**src/rtl/hsps_pkg.sv**
```systemverilog
// Package of shared types, codes and reset values for the SPS size extractor.
package hsps_pkg;

    localparam logic [15:0] LIMIT_RESET   = 16'd1500;
    localparam logic [4:0]  NAL_SPS       = 5'd7;
    localparam logic [4:0]  NAL_STAP_A    = 5'd24;
    localparam logic [5:0]  SPS_ID_NONE   = 6'd32;

    typedef enum logic [2:0] {
        ST_OK          = 3'd0,
        ST_NO_SPS      = 3'd1,
        ST_BAD_LEN     = 3'd2,
        ST_BAD_PROFILE = 3'd3,
        ST_SCALING     = 3'd4,
        ST_MALFORMED   = 3'd5
    } status_t;

    typedef enum logic [5:0] {
        E_IDLE, E_HEADER, E_PROFILE, E_SKIP1, E_SKIP2,
        S_SPS_ID, S_CHROMA, S_SEP, S_DEPTH_L, S_DEPTH_C, S_BYPASS,
        S_SCALE_PRESENT, S_SCALE_FLAGS, S_LOG2_FN, S_POC_TYPE, S_POC_LSB,
        S_DELTA_ZERO, S_OFF_NONREF, S_OFF_TB, S_NUM_CYCLE, S_CYCLE,
        S_MAX_REF, S_GAPS, S_WIDTH, S_HEIGHT, S_FMO, S_MBAFF, S_D8X8,
        S_CROP_FLAG, S_CROP_L, S_CROP_R, S_CROP_T, S_CROP_B, S_VUI
    } elem_t;

    typedef struct packed {
        logic [7:0] data_byte;
        logic       last_byte;
    } in_beat_t;

    typedef struct packed {
        logic [4:0]         header_type;
        logic [2:0]         status;
        logic [5:0]         sps_id;
        logic signed [31:0] frame_width;
        logic signed [31:0] frame_height;
    } out_beat_t;

    // Fields order: width_m1, height_m1, left, right, top, bottom.
    typedef struct packed {
        elem_t            elem;
        logic             pending;
        logic             suffix;
        logic [5:0]       lz;
        logic [31:0]      acc;
        logic [7:0]       profile;
        logic [31:0]      chroma;
        logic [1:0]       mode;
        logic [31:0]      loopc;
        logic [5:0][31:0] fields;
        logic [5:0]       id;
        status_t          held_status;
        logic [5:0]       held_id;
    } sps_state_t;

    typedef struct packed {
        logic [4:0]       header_type;
        status_t          status;
        logic [5:0]       sps_id;
        logic [5:0][31:0] fields;
        logic [31:0]      chroma;
        logic [1:0]       mode;
    } result_t;

    function automatic sps_state_t sps_reset_state();
        sps_state_t s;
        s.elem        = E_IDLE;
        s.pending     = 1'b0;
        s.suffix      = 1'b0;
        s.lz          = '0;
        s.acc         = '0;
        s.profile     = '0;
        s.chroma      = 32'd1;
        s.mode        = '0;
        s.loopc       = '0;
        s.fields      = '0;
        s.id          = '0;
        s.held_status = ST_NO_SPS;
        s.held_id     = SPS_ID_NONE;
        return s;
    endfunction

endpackage

```
**src/rtl/hsps_size_calc.sv**
```systemverilog
// Cropped luma size and result beat formed from the registered parse result.
module hsps_size_calc (
    input  hsps_pkg::result_t   res,
    output hsps_pkg::out_beat_t beat
);
    import hsps_pkg::*;

    logic [31:0] cat;
    logic        sx;
    logic        field_sh;
    logic [1:0]  sy;
    logic [31:0] w_full;
    logic [31:0] h_full;
    logic [31:0] crop_x;
    logic [31:0] crop_y;

    always_comb begin
        cat      = res.mode[0] ? 32'd0 : res.chroma;
        sx       = (cat == 32'd1) || (cat == 32'd2);
        field_sh = !res.mode[1];
        sy       = {1'b0, cat == 32'd1} + {1'b0, field_sh};
        w_full   = (res.fields[0] + 32'd1) << 4;
        h_full   = (res.fields[1] + 32'd1) << (3'd4 + {2'b00, field_sh});
        crop_x   = (res.fields[2] + res.fields[3]) << sx;
        crop_y   = (res.fields[4] + res.fields[5]) << sy;

        beat.header_type = res.header_type;
        beat.status      = res.status;
        beat.sps_id      = res.sps_id;
        if (res.status == ST_OK) begin
            beat.frame_width  = w_full - crop_x;
            beat.frame_height = h_full - crop_y;
        end else begin
            beat.frame_width  = '0;
            beat.frame_height = '0;
        end
    end

endmodule

```
**config.mk**
```make
export PLATFORM = sky130hd
export DESIGN_NAME = hsps_size_calc
export DESIGN_NICKNAME = d
export VERILOG_FILES = /design/src/rtl/hsps_pkg.sv /design/src/rtl/hsps_size_calc.sv
export SDC_FILE = /design/constraint.sdc
export NUM_CORES = 1
export LEC_CHECK = 0
export BUFFER_PORTS_ARGS = -buffer_cell sky130_fd_sc_hd__buf_2
export CAP_MARGIN = 40
export CORE_AREA = 2 2 157 159
export DETAILED_ROUTE_END_ITERATION = 10
export DIE_AREA = 0 0 159 161
export PLACE_DENSITY = 0.63
export SETUP_SLACK_MARGIN = 0.5
export SYNTH_ARGS = -nofsm -noshare
export SYNTH_HDL_FRONTEND = slang
export SYNTH_SLANG_ARGS = --single-unit
```
**constraint.sdc**
```tcl
create_clock -name vclk -period 15.6
set_input_delay 3.12 -clock vclk [all_inputs]
set_output_delay 3.12 -clock vclk [all_outputs]
set_load 0.01 [all_outputs]
```
==> results of run 1 <==
per-layer routing:
metal	vias to the layer above	wire, um	part of all wire
met4	2	673	0.022
li1	5679	-	-
met3	44	1730	0.056
met1	4966	14400	0.47
met5	-	13	0.00042
met2	379	14000	0.45
layout by cell type, fill, tap and decap left out, types with 4 or more instances in the layout:
master,Yosys,layout
sky130_fd_sc_hd__nand2b_1,17,17
sky130_fd_sc_hd__a21o_1,58,58
sky130_fd_sc_hd__o21a_1,18,18
sky130_fd_sc_hd__a21oi_1,136,136
sky130_fd_sc_hd__nor3_1,31,30
sky130_fd_sc_hd__a41oi_1,6,6
sky130_fd_sc_hd__inv_1,27,27
sky130_fd_sc_hd__o31a_1,4,4
sky130_fd_sc_hd__o31ai_1,7,7
sky130_fd_sc_hd__a31oi_1,31,31
sky130_fd_sc_hd__nor2_1,158,158
sky130_fd_sc_hd__xnor2_1,86,86
sky130_fd_sc_hd__nor2b_1,20,20
sky130_fd_sc_hd__and2_1,21,21
sky130_fd_sc_hd__mux2i_1,45,45
sky130_fd_sc_hd__nor4_1,11,11
sky130_fd_sc_hd__o21bai_1,16,16
sky130_fd_sc_hd__a221oi_1,6,6
sky130_fd_sc_hd__nand2_1,114,114
sky130_fd_sc_hd__mux2_2,18,18
sky130_fd_sc_hd__nand3_1,53,53
sky130_fd_sc_hd__o22ai_1,11,11
sky130_fd_sc_hd__a221o_1,4,4
sky130_fd_sc_hd__nand4_1,17,17
sky130_fd_sc_hd__or3_1,6,5
sky130_fd_sc_hd__buf_2,6,288
sky130_fd_sc_hd__buf_4,16,6
sky130_fd_sc_hd__and3_1,30,30
sky130_fd_sc_hd__a311oi_1,5,5
sky130_fd_sc_hd__a211oi_1,14,14
sky130_fd_sc_hd__o21ai_0,97,97
sky130_fd_sc_hd__ha_1,125,125
sky130_fd_sc_hd__xor2_1,54,54
sky130_fd_sc_hd__o21ai_1,5,5
sky130_fd_sc_hd__o211ai_1,4,4
cell usage after synthesis, types with 18 or more instances:
library cell and n:
sky130_fd_sc_hd__nand3_1 53, sky130_fd_sc_hd__nand2_1 114, sky130_fd_sc_hd__and3_1 30, sky130_fd_sc_hd__inv_1 27, sky130_fd_sc_hd__a21o_1 58, sky130_fd_sc_hd__o21ai_0 97
sky130_fd_sc_hd__clkbuf_1 30, sky130_fd_sc_hd__nor2_1 158, sky130_fd_sc_hd__xnor2_1 86, sky130_fd_sc_hd__o21a_1 18, sky130_fd_sc_hd__xor2_1 54, sky130_fd_sc_hd__mux2_2 18
sky130_fd_sc_hd__ha_1 125, sky130_fd_sc_hd__a21oi_1 136, sky130_fd_sc_hd__a31oi_1 31, sky130_fd_sc_hd__and2_1 21, sky130_fd_sc_hd__mux2i_1 45, sky130_fd_sc_hd__nor2b_1 20
sky130_fd_sc_hd__nor3_1 31
kinds of logic after synthesis:
group	synth area share
buffers and inverters	0.0457
adder cells (fa/ha/maj)	0.170
AND/OR/NAND/NOR	0.260
AO/OA/AOI/OAI	0.325
XOR/XNOR	0.130
multiplexers	0.0706
worst max-delay path, delay by kind of cell:
kind / cells / cell delay (ns)
mux: 1 / 0.37
fa+ha+maj: 2 / 0.74
simple gates: 4 / 1.29
compound gates: 10 / 2.21
buf+inv: 4 / 0.97
xor+xnor: 1 / 0.16
area by class of cell:
type,count,area [um^2],area share
Timing Repair Buffer,294,1490,0.135
Inverter,29,109,0.00986
Tap cell,324,405,0.0367
Multi-Input combinational cell,1307,9040,0.819
stage by stage:
stage                     utilization  instance area, um^2  total power, mW
after floorplan                     -                 9460            0.500
after global placement          0.461                11000            0.654
after detailed placement        0.461                11000            0.660
after CTS                       0.461                11000            0.665
after global routing            0.461                11000            0.743
final                           0.461                11000            0.671
path summary, 6_finish.rpt:
kind / from / to / slack (ns) / depth (start not counted)
min: res[230] / beat[68] / 6.24 / 0
max: res[29] / beat[30] / 3.59 / 22
power by group:
group | internal (mW) | switching (mW) | total [mW]
clock | 0 | 0 | 0
sequential | 0 | 0 | 0
combinational | 0.286 | 0.385 | 0.671
==> impl_summary.txt, run 1 <==
----------------------------------------------------
[Setup path]
  Endpoint class of the critical path ... primary output
  CP Cell Sequence ... buf_2, nor4_1, a41oi_1, nor4b_1, ha_1, buf_4, inv_1, o21ai_0, mux2i_1, ha_1, a21oi_1, o21ai_0, a221o_1, a211oi_1, o21ai_0, a21o_1, nand3_1, a311oi_1, a31oi_1, xor2_1, nor2_1, buf_2
  Delay contributed by the slowest stage of the critical path ... 0.81 ns
  Type of element launching the critical path ... primary input
  Data arrival time at the worst-slack endpoint ... 8.89 ns
  Data required, critical path ... 12.48 ns
  Largest fanout on the critical path ... 42
  Cell seen most often among critical-path stages ... sky130_fd_sc_hd__o21ai_0
  Slowest cell on the critical path ... sky130_fd_sc_hd__nor4b_1
  Category of the most critical setup path ... in -> out

[Drt]
  Drt wl/cell ... 15.8 um
  First-pass detailed-route iteration total ... 5
  Total detailed-routing wirelength ... 30.8 mm
  Number of vias after detailed routing ... 11100
  Via/cell ratio ... 5.67
  DRC violation total after the first TritonRoute iteration ... 744
  # DRC ... 0
  Post-route antenna net violation count ... 0

[Timing]
  Final setup violating endpoints ... 0
  Tightest Pin Transition ... 0.827 ns
  Number of max-slew violations in the final report ... 0
  Normalized max-slew margin ... 0.441
  Period Utilization, post-route ... 0.770
  Post-route worst setup slack ... 3.59 ns
  Max Clock Freq ... 83.3 MHz
  Shortest clock period the worst path allows after layout ... 12.01 ns
  Total count of hold-check failures in the final report ... 0
  RSZ-0062 raised after global routing ... no
  Accumulated negative setup slack ... 0 ns
  Worst Hold Margin ... 6.24 ns

[Placement]
  Post-Place Setup Slack ... 3.68 ns
  Final Wtd Congestion ... 0.926
  Port Buffers ... 288
  Cell total after placement ... 1954
  Post-detailed-placement half-perimeter wirelength ... 26.2 mm

[Clocking]
  Post-cts sizing count ... 0
  CTS Hold Buffers Added ... 0
  Number of setup buffers added after CTS ... 0

[Floorplan]
  Width of the die ... 159 um
  Die Y ... 161 um
  Floorplan core area ... 24000 um^2
  Die area ... 25600 um^2
  Row cnt ... 57
  Starting utilization of the core area ... 0.395
  I/O pin total ... 318

[Layout]
  Clock buffer cells ... 0
  Area of all sequential standard cells ... 0 um^2
  Number of filler cells placed in the layout ... 2530
  Synth-to-layout area growth ... 16.7%
  Number of nets in the layout ... 1999
  Count of flip-flops and latches ... 0
  Post-Layout Cell Count ... 1954
  Ratio of cells with drive above 1 in the final layout ... 0.212
  Antenna Cells ... 0

[Logic synthesis]
  Sequential share of the synthesized area ... 0
  Avg Cell Area, Syn ... 6.78 um^2
  Area of the mapped netlist ... 9460 um^2
  Number of warnings issued by yosys ... 0
  Synthesized net count ... 1763
  Area leader, netlist ... sky130_fd_sc_hd__ha_1
  Largest cells by area after synthesis ... sky130_fd_sc_hd__ha_1, sky130_fd_sc_hd__xnor2_1, sky130_fd_sc_hd__a21oi_1
  Fraction of synthesized cell area taken by the top area cell type ... 0.165
  Post-synthesis cell type count ... 93
  Synth Instances ... 1396

[Outcome]
  Status ... finished, final reports clean

[Global routing]
  Via count of the first global-routing pass ... 9936
  First-pass GRT wire length ... 48.3 mm
  Maximum number of pins on one net before global-route repair ... 67
  Met2 demand-to-capacity share in global routing ... 0.383
  Met1 Use GR ... 0.307
  Met3 track demand over resource in global routing ... 0.0167
  Number of antenna violations at the first check in global routing ... 1
  Total Routing Usage GR ... 0.222
  Overall overflow remaining after global route ... 0
  Most used routing layer in global routing ... met2

[Hold path]
  Worst hold path type ... in -> out

[Power]
  Standby leakage power ... 5.14 nW
  VDD IR max ... 0.0203 mV
  Total power per unit cell area ... 60.7 nW/um^2

[Run]
  Maximum capacitance violations ... 0

----------------------------------------------------
No activity file was read; power rests on OpenSTA's default activity.
==> inputs of run 2 (changes only) <==
ABC_AREA = 1   (was default)
CORE_AREA = 2 2 164 166   (was 2 2 157 159)
DIE_AREA = 0 0 166 168   (was 0 0 159 161)
PLACE_DENSITY = 0.65   (was 0.63)
clock period = 10.4 ns   (was 15.6 ns; I/O delays follow)
==> impl_summary.txt, run 2 <==
----------------------------------------------------
[Clocking]
  Number of setup buffers added after CTS ... 0 (unchanged)
  CTS Hold Buffers Added ... 0 (unchanged)
  Post-cts sizing count ... 0 (unchanged)

[Floorplan]
  Die area ... 27900 um^2 (+8.9%)
  I/O pin total ... 318 (unchanged)
  Starting utilization of the core area ... 0.390 (-0.00491)
  Width of the die ... 166 um (+4.4%)
  Die Y ... 168 um (+4.3%)
  Row cnt ... 60 (+5.3%)
  Floorplan core area ... 26400 um^2 (+10%)

[Layout]
  Commonest cells after routing, fill and taps aside ... sky130_fd_sc_hd__nand2_1, sky130_fd_sc_hd__buf_2, sky130_fd_sc_hd__nor2_1
  Synth-to-layout area growth ... 16.5%
  Antenna Cells ... 0 (unchanged)
  Core utilization of the finished layout ... 0.454 (-0.00661)
  Commonest non-fill, non-tap cell in the layout ... sky130_fd_sc_hd__nand2_1
  Clock buffer cells ... 0 (unchanged)
  Ratio of cells with drive above 1 in the final layout ... 0.163 (-0.0491)
  Area of all sequential standard cells ... 0 um^2 (unchanged)
  Number of nets in the layout ... 2545 (+27%)
  Count of flip-flops and latches ... 0 (unchanged)

[Timing]
  Shortest clock period the worst path allows after layout ... 8.60 ns
  Total count of hold-check failures in the final report ... 0 (unchanged)
  Max Clock Freq ... 116 MHz
  RSZ-0062 raised after global routing ... no
  Normalized max-slew margin ... 0.434 (-0.00756)
  Number of max-slew violations in the final report ... 0 (unchanged)
  Tightest Pin Transition ... 0.849 ns (+0.0221 ns)
  Period Utilization, post-route ... 0.827
  Final setup violating endpoints ... 0 (unchanged)
  Accumulated negative setup slack ... 0 ns (unchanged)

[Placement]
  Post-detailed-placement half-perimeter wirelength ... 34.1 mm (+30%)
  Port Buffers ... 288 (unchanged)
  Final Wtd Congestion ... 0.973 (+5.1%)

[Power]
  Total power per unit cell area ... 87.6 nW/um^2 (+44%)
  Standby leakage power ... 6.47 nW (+26%)
  VDD IR max ... 0.0465 mV (+130%)

[Global routing]
  Met2 demand-to-capacity share in global routing ... 0.448 (+0.0653)
  Maximum number of pins on one net before global-route repair ... 51 (-24%)
  Via count of the first global-routing pass ... 12200 (+23%)
  Number of antenna violations at the first check in global routing ... 1 (unchanged)
  Total Routing Usage GR ... 0.258 (+0.0358)
  Most used routing layer in global routing ... met2
  Met3 track demand over resource in global routing ... 0.0110 (-0.00564)
  First-pass GRT wire length ... 60.1 mm (+24%)
  Overall overflow remaining after global route ... 0 (unchanged)
  Met1 Use GR ... 0.362 (+0.0553)

[Outcome]
  Status ... finished, final reports clean

[Hold path]
  Worst hold path type ... in -> out

[Drt]
  Via/cell ratio ... 5.29 (-6.6%)
  Post-route antenna net violation count ... 0 (unchanged)
  DRC violation total after the first TritonRoute iteration ... 948 (+27%)
  First-pass detailed-route iteration total ... 6 (+1)
  Total detailed-routing wirelength ... 38.0 mm (+23%)
  Number of vias after detailed routing ... 13300 (+20%)
  Drt wl/cell ... 15.1 um (-4.2%)
  # DRC ... 0 (unchanged)

[Run]
  Maximum capacitance violations ... 0 (unchanged)

[Logic synthesis]
  Cell with the most instances after synthesis ... sky130_fd_sc_hd__nand2_1
  Avg Cell Area, Syn ... 5.34 um^2 (-21%)
  Top post-synthesis cells by count ... sky130_fd_sc_hd__nand2_1, sky130_fd_sc_hd__nor2_1, sky130_fd_sc_hd__inv_1
  Largest cells by area after synthesis ... sky130_fd_sc_hd__nand2_1, sky130_fd_sc_hd__ha_1, sky130_fd_sc_hd__a21oi_1
  Area leader, netlist ... sky130_fd_sc_hd__nand2_1
  Post-synthesis cell type count ... 54 (-42%)
  Sequential share of the synthesized area ... 0 (unchanged)
  Synthesized net count ... 2293 (+30%)
  Number of warnings issued by yosys ... 0 (unchanged)
  Fraction of synthesized cell area taken by the top area cell type ... 0.182 (+0.0166)
  Area of the mapped netlist ... 10300 um^2 (+8.6%)
  Synth Instances ... 1926 (+38%)

[Setup path]
  Largest fanout on the critical path ... 4 (-90%)
  Category of the most critical setup path ... in -> out
  Slowest cell on the critical path ... sky130_fd_sc_hd__o21ai_0
  Endpoint class of the critical path ... primary output
  Delay contributed by the slowest stage of the critical path ... 0.45 ns (-0.36 ns)
  Data arrival time at the worst-slack endpoint ... 6.52 ns (-2.37 ns)
  Type of element launching the critical path ... primary input
  Sum of buffers and inverters on the critical path ... 2 (-2)
  Data required, critical path ... 8.32 ns (-4.16 ns)
  Worst path top cell family by delay ... compound AO/OA/AOI/OAI gates
  Cell seen most often among critical-path stages ... sky130_fd_sc_hd__nand2_1
  CP Cell Sequence ... buf_2, ha_1, fa_1, nand2_1, a21oi_2, nand3_1, nand2_1, nand2_1, nand2_1, a21oi_1, xor2_1, o21ai_0, o21ai_0, ha_1, a21oi_1, o21a_1, a21boi_0, nor2_1, a211oi_1, nand2_1, nand3_1, nand2_1, nor2_1, buf_2

----------------------------------------------------
## run 2: cell type report
class                           instances  area [um^2]
Inverter                              227          852
Timing Repair Buffer                  291         1480
Fill cell                            2960        14400
Multi-Input combinational cell       1658         9210
Tap cell                              341          427
## run 2: metrics by stage
step | setup slack [ns] | hold WS [ns] | area, um^2 | cells | power, mW
3_5_place_dp | 1.95 | 4.16 | 12000 | 2517 | 1.02
4_1_cts | 1.92 | 4.16 | 12000 | 2517 | 1.03
5_1_grt | 1.44 | 4.16 | 12000 | 2517 | 1.17
2_1_floorplan | 2.94 | 4.25 | 10300 | 1926 | 0.726
3_3_place_gp | 1.54 | 4.16 | 11900 | 2516 | 1.02
6_report | 1.80 | 4.16 | 12000 | 2517 | 1.05
## run 2: final timing paths
path,from,end,slack (ns),depth (start not counted)
worst max-delay path,res[162],beat[31],1.80,24
worst min-delay path,res[226],beat[64],4.16,0
## run 2: cells by family after synthesis
kind of cell    count (synthesis)  share of synthesized area
compound gates                424                      0.227
xor+xnor                       90                     0.0767
fa+ha+maj                     127                      0.156
buf+inv                       268                      0.105
mux                            20                     0.0195
simple gates                  997                      0.416
## run 2: metal layers
| layer | up-vias | part of all wire |
|---|---|---|
| li1 | 6909 | - |
| met1 | 5901 | 0.48 |
| met2 | 474 | 0.45 |
| met3 | 38 | 0.059 |
| met4 | 0 | 0.017 |
| met5 | - | 0 |
## run 2: where the power goes
part,internal [mW],total [mW],leakage (nW),switching (mW)
sequential,0,0,0,0
combinational,0.359,1.05,6.47,0.690
clock,0,0,0,0
total,0.359,1.05,6.47,0.690
==> inputs of run 3 (changes only) <==
PLACE_DENSITY = 0.62   (was 0.65)
clock period = 8.1 ns   (was 10.4 ns; I/O delays follow)
==> impl_summary.txt, run 3 (same netlist as run 2, synthesis figures left out) <==
----------------------------------------------------
[Floorplan]
  Die area ... 27900 um^2 (unchanged)
  Floorplan core area ... 26400 um^2 (unchanged)
  Die Y ... 168 um (unchanged)
  I/O pin total ... 318 (unchanged)
  Row cnt ... 60 (unchanged)
  Width of the die ... 166 um (unchanged)
  Starting utilization of the core area ... 0.390 (unchanged)

[Clocking]
  CTS Hold Buffers Added ... 0 (unchanged)

[Layout]
  Commonest cells after routing, fill and taps aside ... sky130_fd_sc_hd__nand2_1, sky130_fd_sc_hd__buf_2, sky130_fd_sc_hd__nor2_1
  Commonest non-fill, non-tap cell in the layout ... sky130_fd_sc_hd__nand2_1
  Area of all sequential standard cells ... 0 um^2 (unchanged)
  Count of flip-flops and latches ... 0 (unchanged)
  Synth-to-layout area growth ... 16.6%
  Ratio of cells with drive above 1 in the final layout ... 0.165 (+0.00215)
  Final standard cell area without fillers ... 12000 um^2 (+0.15%)
  Number of filler cells placed in the layout ... 2992 (+1.1%)
  Number of nets in the layout ... 2547 (+0.079%)
  Clock buffer cells ... 0 (unchanged)

[Setup path]
  Type of element launching the critical path ... primary input
  Endpoint class of the critical path ... primary output
  Sum of buffers and inverters on the critical path ... 4 (+2)
  Category of the most critical setup path ... in -> out
  Data arrival time at the worst-slack endpoint ... 5.63 ns (-0.89 ns)
  Data required, critical path ... 6.48 ns (-1.84 ns)
  CP Cell Sequence ... buf_2, ha_1, fa_1, nand2_1, a21oi_4, nand3_1, nand3_1, a21oi_1, xor2_1, o21ai_0, mux2i_1, ha_1, a21oi_1, inv_1, a31oi_1, inv_1, nand2_1, nand2_1, a221oi_1, o21ai_1, nand2_1, nand2_1, nor2_1, buf_2
  Worst path top cell family by delay ... compound AO/OA/AOI/OAI gates
  Cell seen most often among critical-path stages ... sky130_fd_sc_hd__nand2_1
  Largest fanout on the critical path ... 6 (+2)
  Slowest cell on the critical path ... sky130_fd_sc_hd__fa_1
  Delay contributed by the slowest stage of the critical path ... 0.39 ns (-0.06 ns)

[Timing]
  Accumulated negative setup slack ... 0 ns (unchanged)
  Max Clock Freq ... 138 MHz
  Tightest Pin Transition ... 0.655 ns (-0.194 ns)
  Period Utilization, post-route ... 0.895
  Number of max-slew violations in the final report ... 0 (unchanged)
  RSZ-0062 raised after global routing ... no
  Worst Hold Margin ... 3.24 ns (-0.920 ns)
  Total count of hold-check failures in the final report ... 0 (unchanged)
  Shortest clock period the worst path allows after layout ... 7.25 ns
  Final setup violating endpoints ... 0 (unchanged)
  Normalized max-slew margin ... 0.563 (+0.130)

[Power]
  VDD IR max ... 0.0539 mV (+16%)
  Sw Pwr ... 887 uW (+29%)
  Gate power share ... 1.000 (about the same)
  Total power per unit cell area ... 113 nW/um^2 (+29%)
  Clock Power Share ... 0 (unchanged)
  Internal Power ... 463 uW (+29%)
  Standby leakage power ... 6.48 nW (about the same)
  Portion of total power attributed to sequential cells ... 0 (unchanged)
  Proportion of total power due to net switching ... 0.657 (-0.000951)

[Drt]
  Total detailed-routing wirelength ... 37.7 mm (-0.90%)
  Via/cell ratio ... 5.30 (about the same)
  # DRC ... 0 (unchanged)
  Number of vias after detailed routing ... 13300 (+0.20%)
  DRC violation total after the first TritonRoute iteration ... 1017 (+7.3%)
  Post-route antenna net violation count ... 0 (unchanged)
  Drt wl/cell ... 14.9 um (-1.0%)
  First-pass detailed-route iteration total ... 6 (unchanged)

[Global routing]
  First-pass GRT wire length ... 60.3 mm (+0.32%)
  Total Routing Usage GR ... 0.258 (-0.000436)
  Overall overflow remaining after global route ... 0 (unchanged)
  Number of antenna violations at the first check in global routing ... 2 (+1)
  Via count of the first global-routing pass ... 12300 (+0.97%)
  Maximum number of pins on one net before global-route repair ... 50 (-2.0%)

[Hold path]
  Origin of the worst min-delay path ... res[235]
  Worst hold path type ... in -> out
  Worst Hold Endpoint ... beat[73]
  Hold Path Stages ... 0 (unchanged)

[Placement]
  Instance area at placement ... 12000 um^2 (-0.10%)
  Port Buffers ... 288 (unchanged)
  Post-detailed-placement half-perimeter wirelength ... 33.9 mm (-0.66%)
  Final Wtd Congestion ... 0.969 (-0.41%)

[Run]
  Maximum capacitance violations ... 0 (unchanged)

[Outcome]
  Status ... finished, final reports clean

----------------------------------------------------
-- run 3: what timing repair did --
action | in CTS | in global routing
buffers inserted | 0 | 1
setup endpoints to repair | 0 | 4
resized for setup | 0 | 9
-- run 3: final cells by class --
cell class | instances | area (um^2) | area share
Antenna cell | 1 | 2.50 | 0.000209
Multi-Input combinational cell | 1658 | 9230 | 0.770
Timing Repair Buffer | 293 | 1480 | 0.123
Inverter | 227 | 852 | 0.0711
Tap cell | 341 | 427 | 0.0356
-- run 3: power by group through the flow --
stage	Sequential, mW	Combinational (mW)	Clock (mW)
after floorplan	0	0.932	0
after global placement	0	1.31	0
after detailed placement	0	1.32	0
after CTS	0	1.32	0
after global routing	0	1.50	0
final	0	1.35	0.0000000165
-- run 3: stage by stage --
step	worst slack, ns	total power [mW]	utilization	instances
global placement	0.764	1.31	0.454	2518
floorplan	1.56	0.932	-	1926
finish	0.852	1.35	0.455	2520
global route	0.497	1.50	0.455	2519
detailed placement	0.724	1.32	0.454	2518
CTS	0.705	1.32	0.454	2518
-- run 3: metal layers --
metal / GRT usage / up-vias / wire length [um]
met5: 0 / - / 13
met4: 0.0329 / 2 / 545
met3: 0.0197 / 32 / 2320
met2: 0.442 / 451 / 16800
met1: 0.362 / 5948 / 18000
li1: - / 6915 / -
-- run 3: worst max path at each step --
| stage | start | depth (start not counted) | slack (ns) | end |
|---|---|---|---|---|
| after floorplan | res[1] | 20 | 1.56 | beat[31] |
| final | res[162] | 24 | 0.85 | beat[30] |
| after global placement | res[162] | 24 | 0.76 | beat[31] |
| after detailed placement | res[162] | 24 | 0.72 | beat[31] |
| after CTS | res[162] | 24 | 0.70 | beat[31] |
| after global routing | res[162] | 25 | 0.50 | beat[27] |
